==> config.mk <==
export PLATFORM = sky130hd
export DESIGN_NAME = rrpp_ram
export DESIGN_NICKNAME = d
export VERILOG_FILES = /design/src/hw/rtl/rrpp_ram.sv
export SDC_FILE = /design/constraint.sdc
export NUM_CORES = 2
export LEC_CHECK = 0
export BUFFER_PORTS_ARGS = -buffer_cell sky130_fd_sc_hd__buf_2
export CORE_MARGIN = 10
export CORE_UTILIZATION = 39
export DETAILED_ROUTE_END_ITERATION = 10
export GPL_TIMING_DRIVEN = 0
export PLACE_DENSITY = 0.54
export REMOVE_ABC_BUFFERS = 1
export SYNTH_ARGS = -nofsm -noshare
export SYNTH_HDL_FRONTEND = slang
export SYNTH_SLANG_ARGS = --single-unit
export TNS_END_PERCENT = 10
==> constraint.sdc <==
create_clock -name i_clk -period 12.5 [get_ports i_clk]
set_clock_uncertainty 0.15 [all_clocks]
set_input_delay 1.25 -clock i_clk [delete_from_list [all_inputs] [get_ports i_clk]]
set_output_delay 1.25 -clock i_clk [all_outputs]
set_load 0.05 [all_outputs]
==> src/hw/rtl/rrpp_ram.sv <==
module rrpp_ram #(
    parameter int WIDTH = 64,
    parameter int DEPTH = 32
) (
    input  logic                     i_clk,
    input  logic                     i_we,
    input  logic [$clog2(DEPTH)-1:0] i_waddr,
    input  logic [WIDTH-1:0]         i_wdata,
    input  logic [$clog2(DEPTH)-1:0] i_raddr,
    output logic [WIDTH-1:0]         o_rdata
);

    logic [WIDTH-1:0] r_mem [DEPTH];
    logic [WIDTH-1:0] r_rdata;

    always_ff @(posedge i_clk) begin
        if (i_we) begin
            r_mem[i_waddr] <= i_wdata;
        end
        r_rdata <= r_mem[i_raddr];
    end

    assign o_rdata = r_rdata;

endmodule

Word-level counts from Yosys, hierarchy flattened
Memories as Yosys holds them, arrays and structs flattened. A register that Yosys moved wholly into a read port is not among the register bits.
Cells that the tools add are included.
{"block": "op_classes", "muxes": 2}
{"operator": "$mux W1", "count": 2}
{"block": "totals", "register_bits": 0, "ram_bits": 2048, "in_bits": 76, "word_cells": 3, "mem_count": 1}
{"memory": "r_mem", "depth": 32, "word_bits": 64, "read_ports": 1, "rd_clocked_by_memory_dff": 1, "wr": 1, "line": "13", "source": "logic [WIDTH-1:0] r_mem [DEPTH];"}

Longest topological paths before layout
{"block": "depth", "depth_word": 2, "depth_mapped": 9, "mapped_depth_nobuf": 4}

Worst setup path before layout
Ideal clock, no wire load.
{"block": "synth_timing", "path_type": "in2reg", "start": "input i_waddr[1]", "end": "memory r_mem[12][0] (enable)", "setup_time_ns": 0.486, "arrival_ns": 4.586, "setup_slack_ns": 7.278, "cell_stages": 3, "path_buffers": 1, "cell_sequence": "or3b_2 > clkbuf_1 > nor2_1"}
{"item": "from (decl)", "line": "7", "source": "input logic [$clog2(DEPTH)-1:0] i_waddr,"}
{"item": "to (decl)", "line": "13"}
No word-level cell before the write port.

==> impl_summary.log <==
[metrics] status: finished clean
[metrics] Vias/cell: 5.53
[metrics] Synth Instances: 3,097
[metrics] number of enable flip-flop cells after synthesis: 2,048
[metrics] number of antenna violations at the first check in global routing: 28
[metrics] pin count of the biggest net entering global routing: 95
[metrics] area share of the largest cell type after synthesis: 0.779
[metrics] clock buffer count from CTS: 213
[metrics] worst hold-check slack: 0.640 ns
[metrics] count of instances resized after the clock tree is built: 0
[metrics] Post-CTS Setup Inserts: 0
[metrics] number of storage elements in the synthesis netlist: 2,112
[metrics] area leader, netlist: sky130_fd_sc_hd__edfxtp_1
[metrics] most frequently used cell type in the post-synthesis netlist: sky130_fd_sc_hd__edfxtp_1
[metrics] Post-synth top flop: sky130_fd_sc_hd__edfxtp_1
[metrics] CTS hold repair buffers: 0
[metrics] DRC violations left: 0
[metrics] Rel. slew slack: 0.302
[metrics] Worst Tran Pin Value: 1.05 ns
[metrics] final weighted congestion in routability-driven placement: 0.656
[metrics] Data required, critical path: 13.04 ns
[metrics] data arrival time at the worst-slack endpoint: 4.94 ns
[metrics] RSZ-0062 raised after global routing: no
[metrics] Wirelength per Cell: 31.6 um
[metrics] post-route antenna net violation count: 0
[metrics] proportion of layout cells with a drive suffix above 1: 0.354
[metrics] growth of design area from synthesis to finish: 17.2%
[metrics] Chip Width: 470 um
[metrics] die height: 470 um
[metrics] first-pass iteration count of the detailed router: 5
[metrics] final-report hold violation count: 0
[metrics] IR Drop Worst-Case VDD: 151 uV
[metrics] clock slew at the register clock pins of the worst setup and hold paths: 0.06 ns
[metrics] sequential share of the synthesized area: 0.795
[metrics] final critical delay including setup and external delays: 4.40 ns
[metrics] Iteration-0 DRC Markers: 3,767
[metrics] Setup CP Type: in -> reg
[metrics] global-route wire length before repair: 281 mm
[metrics] class of the tightest hold or removal check: reg -> reg
[metrics] startpoint type of the worst setup path: input port
[metrics] synthesized area: 0.0790 mm2
[metrics] Core ar.: 0.202 mm2
[metrics] count of pins on the block boundary: 140
[metrics] number of pins with negative max-slew slack in the final report: 0
[metrics] number of setup violations in the final report: 0
[metrics] leakage power summed over all cells: 0.0287 uW
[metrics] insertion delay of the later-clocked pin in the worst-skew pair: 0.82 ns
[metrics] CTS Root Buffer Type: sky130_fd_sc_hd__clkbuf_16
[metrics] wire length reported by the detailed router: 199 mm
[metrics] async set-or-reset flop fraction in the synthesized netlist: 0
[metrics] initial core utilization: 0.391
[metrics] Finished Core Util: 0.459
[metrics] Tcrit/Tclk final: 0.352
[metrics] count of distinct cell types in the synthesized netlist: 31
[metrics] Yosys Warn Count: 0
[metrics] CTS tree: yes
[metrics] final layout net count: 3,524
[metrics] endpoint kind of the worst setup timing path: register
[metrics] global router's overall resource usage: 0.177
[metrics] average instance area after synthesis: 25.5 um2
[metrics] TritonCTS sink count: 2,112
[metrics] largest buffer count on any clock path: 3
[metrics] # port buffers: 139
[metrics] via count of the first global-routing pass: 36,200
[metrics] max-cap violation count: 0
[metrics] areal power density over the cells: 160 mW/mm2
[metrics] biggest fanout along the worst timing path: 62
[metrics] top cells by area, synth: sky130_fd_sc_hd__edfxtp_1 78%, sky130_fd_sc_hd__mux4_2 17%, sky130_fd_sc_hd__dfxtp_1 1.6%
[metrics] most instantiated cells after synthesis: 2,048 x sky130_fd_sc_hd__edfxtp_1, 602 x sky130_fd_sc_hd__mux4_2, 74 x sky130_fd_sc_hd__mux2_2
[metrics] placed wire-length estimate: 118 mm
[metrics] total number of vias: 34,900
[metrics] area enclosed by the die boundary: 0.221 mm2
[metrics] Row Count: 165
[metrics] peak clock frequency supported by timing: 227 MHz
[metrics] H-tree depth: 4
[metrics] Remaining Overflow, GRT: 0
area by class of cell:
type | instances | area, um2
clock buffer | 299 | 5850
sequential | 2112 | 62800
timing repair buffer | 292 | 4090
antenna | 8 | 20.0
tap | 2672 | 3340
inverter | 1 | 3.75
fill | 16400 | 109000
clock inverter | 96 | 773
multi-input combinational | 828 | 15700
metrics by stage:
stage	std cells	worst slack [ns]	power, uW	instance area (um2)	TNS (ns)
5_1_grt	6304	7.81	15300	92500	0
4_1_cts	6300	7.99	14900	92500	0
3_3_place_gp	5752	-9.08	9040	82300	-401.92
2_1_floorplan	2941	7.35	8460	78200	0
6_report	6308	8.10	14800	92500	0
3_5_place_dp	5905	7.11	8860	85900	0
final timing paths:
check                                           end  cells after the start                     from  slack, ns
worst min-delay path             o_rdata[0]$_DFF_P_                      3    r_mem[4][0]$_DFFE_PP_       0.64
worst max-delay path             o_rdata[1]$_DFF_P_                      8               i_raddr[0]       8.10
worst min register to register   o_rdata[0]$_DFF_P_                      3    r_mem[4][0]$_DFFE_PP_       0.64
worst max register to register  o_rdata[53]$_DFF_P_                      3  r_mem[26][53]$_DFFE_PP_      10.52
flip-flops by register name, indices dropped and copies added, names as in the netlist:
name and cells:
o_rdata 64, r_mem 2048
worst max-delay path: stages:
cell,delay [ns]
sky130_fd_sc_hd__buf_8,0.44
sky130_fd_sc_hd__buf_16,0.41
sky130_fd_sc_hd__buf_16,0.37
sky130_fd_sc_hd__buf_16,0.35
sky130_fd_sc_hd__buf_16,0.36
sky130_fd_sc_hd__mux4_2,0.58
sky130_fd_sc_hd__mux4_2,0.52
sky130_fd_sc_hd__mux2_2,0.32
power by group:
part | total (uW) | internal, uW | leakage, uW | switching (uW)
combinational | 792 | 314 | 0.00648 | 478
clock | 6090 | 3460 | 0.00322 | 2640
sequential | 7900 | 7870 | 0.0190 | 30.9
total | 14800 | 11600 | 0.0287 | 3140
layout by cell type (no fill, tap or decap), types with 6 or more instances in the layout:
cell	n
sky130_fd_sc_hd__o21ai_0	9
sky130_fd_sc_hd__buf_12	112
sky130_fd_sc_hd__clkinv_1	43
sky130_fd_sc_hd__bufinv_16	10
sky130_fd_sc_hd__clkbuf_8	9
sky130_fd_sc_hd__nor2_4	32
sky130_fd_sc_hd__buf_2	134
sky130_fd_sc_hd__mux4_2	602
sky130_fd_sc_hd__edfxtp_1	2048
sky130_fd_sc_hd__clkbuf_1	72
sky130_fd_sc_hd__diode_2	8
sky130_fd_sc_hd__nor2_1	8
sky130_fd_sc_hd__clkbuf_16	218
sky130_fd_sc_hd__a221oi_1	12
sky130_fd_sc_hd__o22ai_1	10
sky130_fd_sc_hd__mux2_2	74
sky130_fd_sc_hd__mux2i_1	38
sky130_fd_sc_hd__dfxtp_1	64
sky130_fd_sc_hd__clkinv_2	26
sky130_fd_sc_hd__buf_16	39
sky130_fd_sc_hd__buf_8	6
routing by layer:
layer  GRT usage  vias up  part of all wire  wire length, um
met3      0.0301      331             0.054            10700
met2       0.305     1078              0.52           103000
met1       0.235    19200              0.41            80900
met4      0.0463       16             0.024             4840
li1            -    14200                 -                -
met5           0        -           0.00055              109
logic make-up after synthesis:
logic type	count (synthesis)	share of synthesized area
buffers and inverters	157	0.00944
and+or+nand+nor	64	0.00379
AOI/OAI and AO/OA	50	0.00466
DFF	2112	0.795
muxes	714	0.187
No activity file was read; power rests on OpenSTA's default activity.
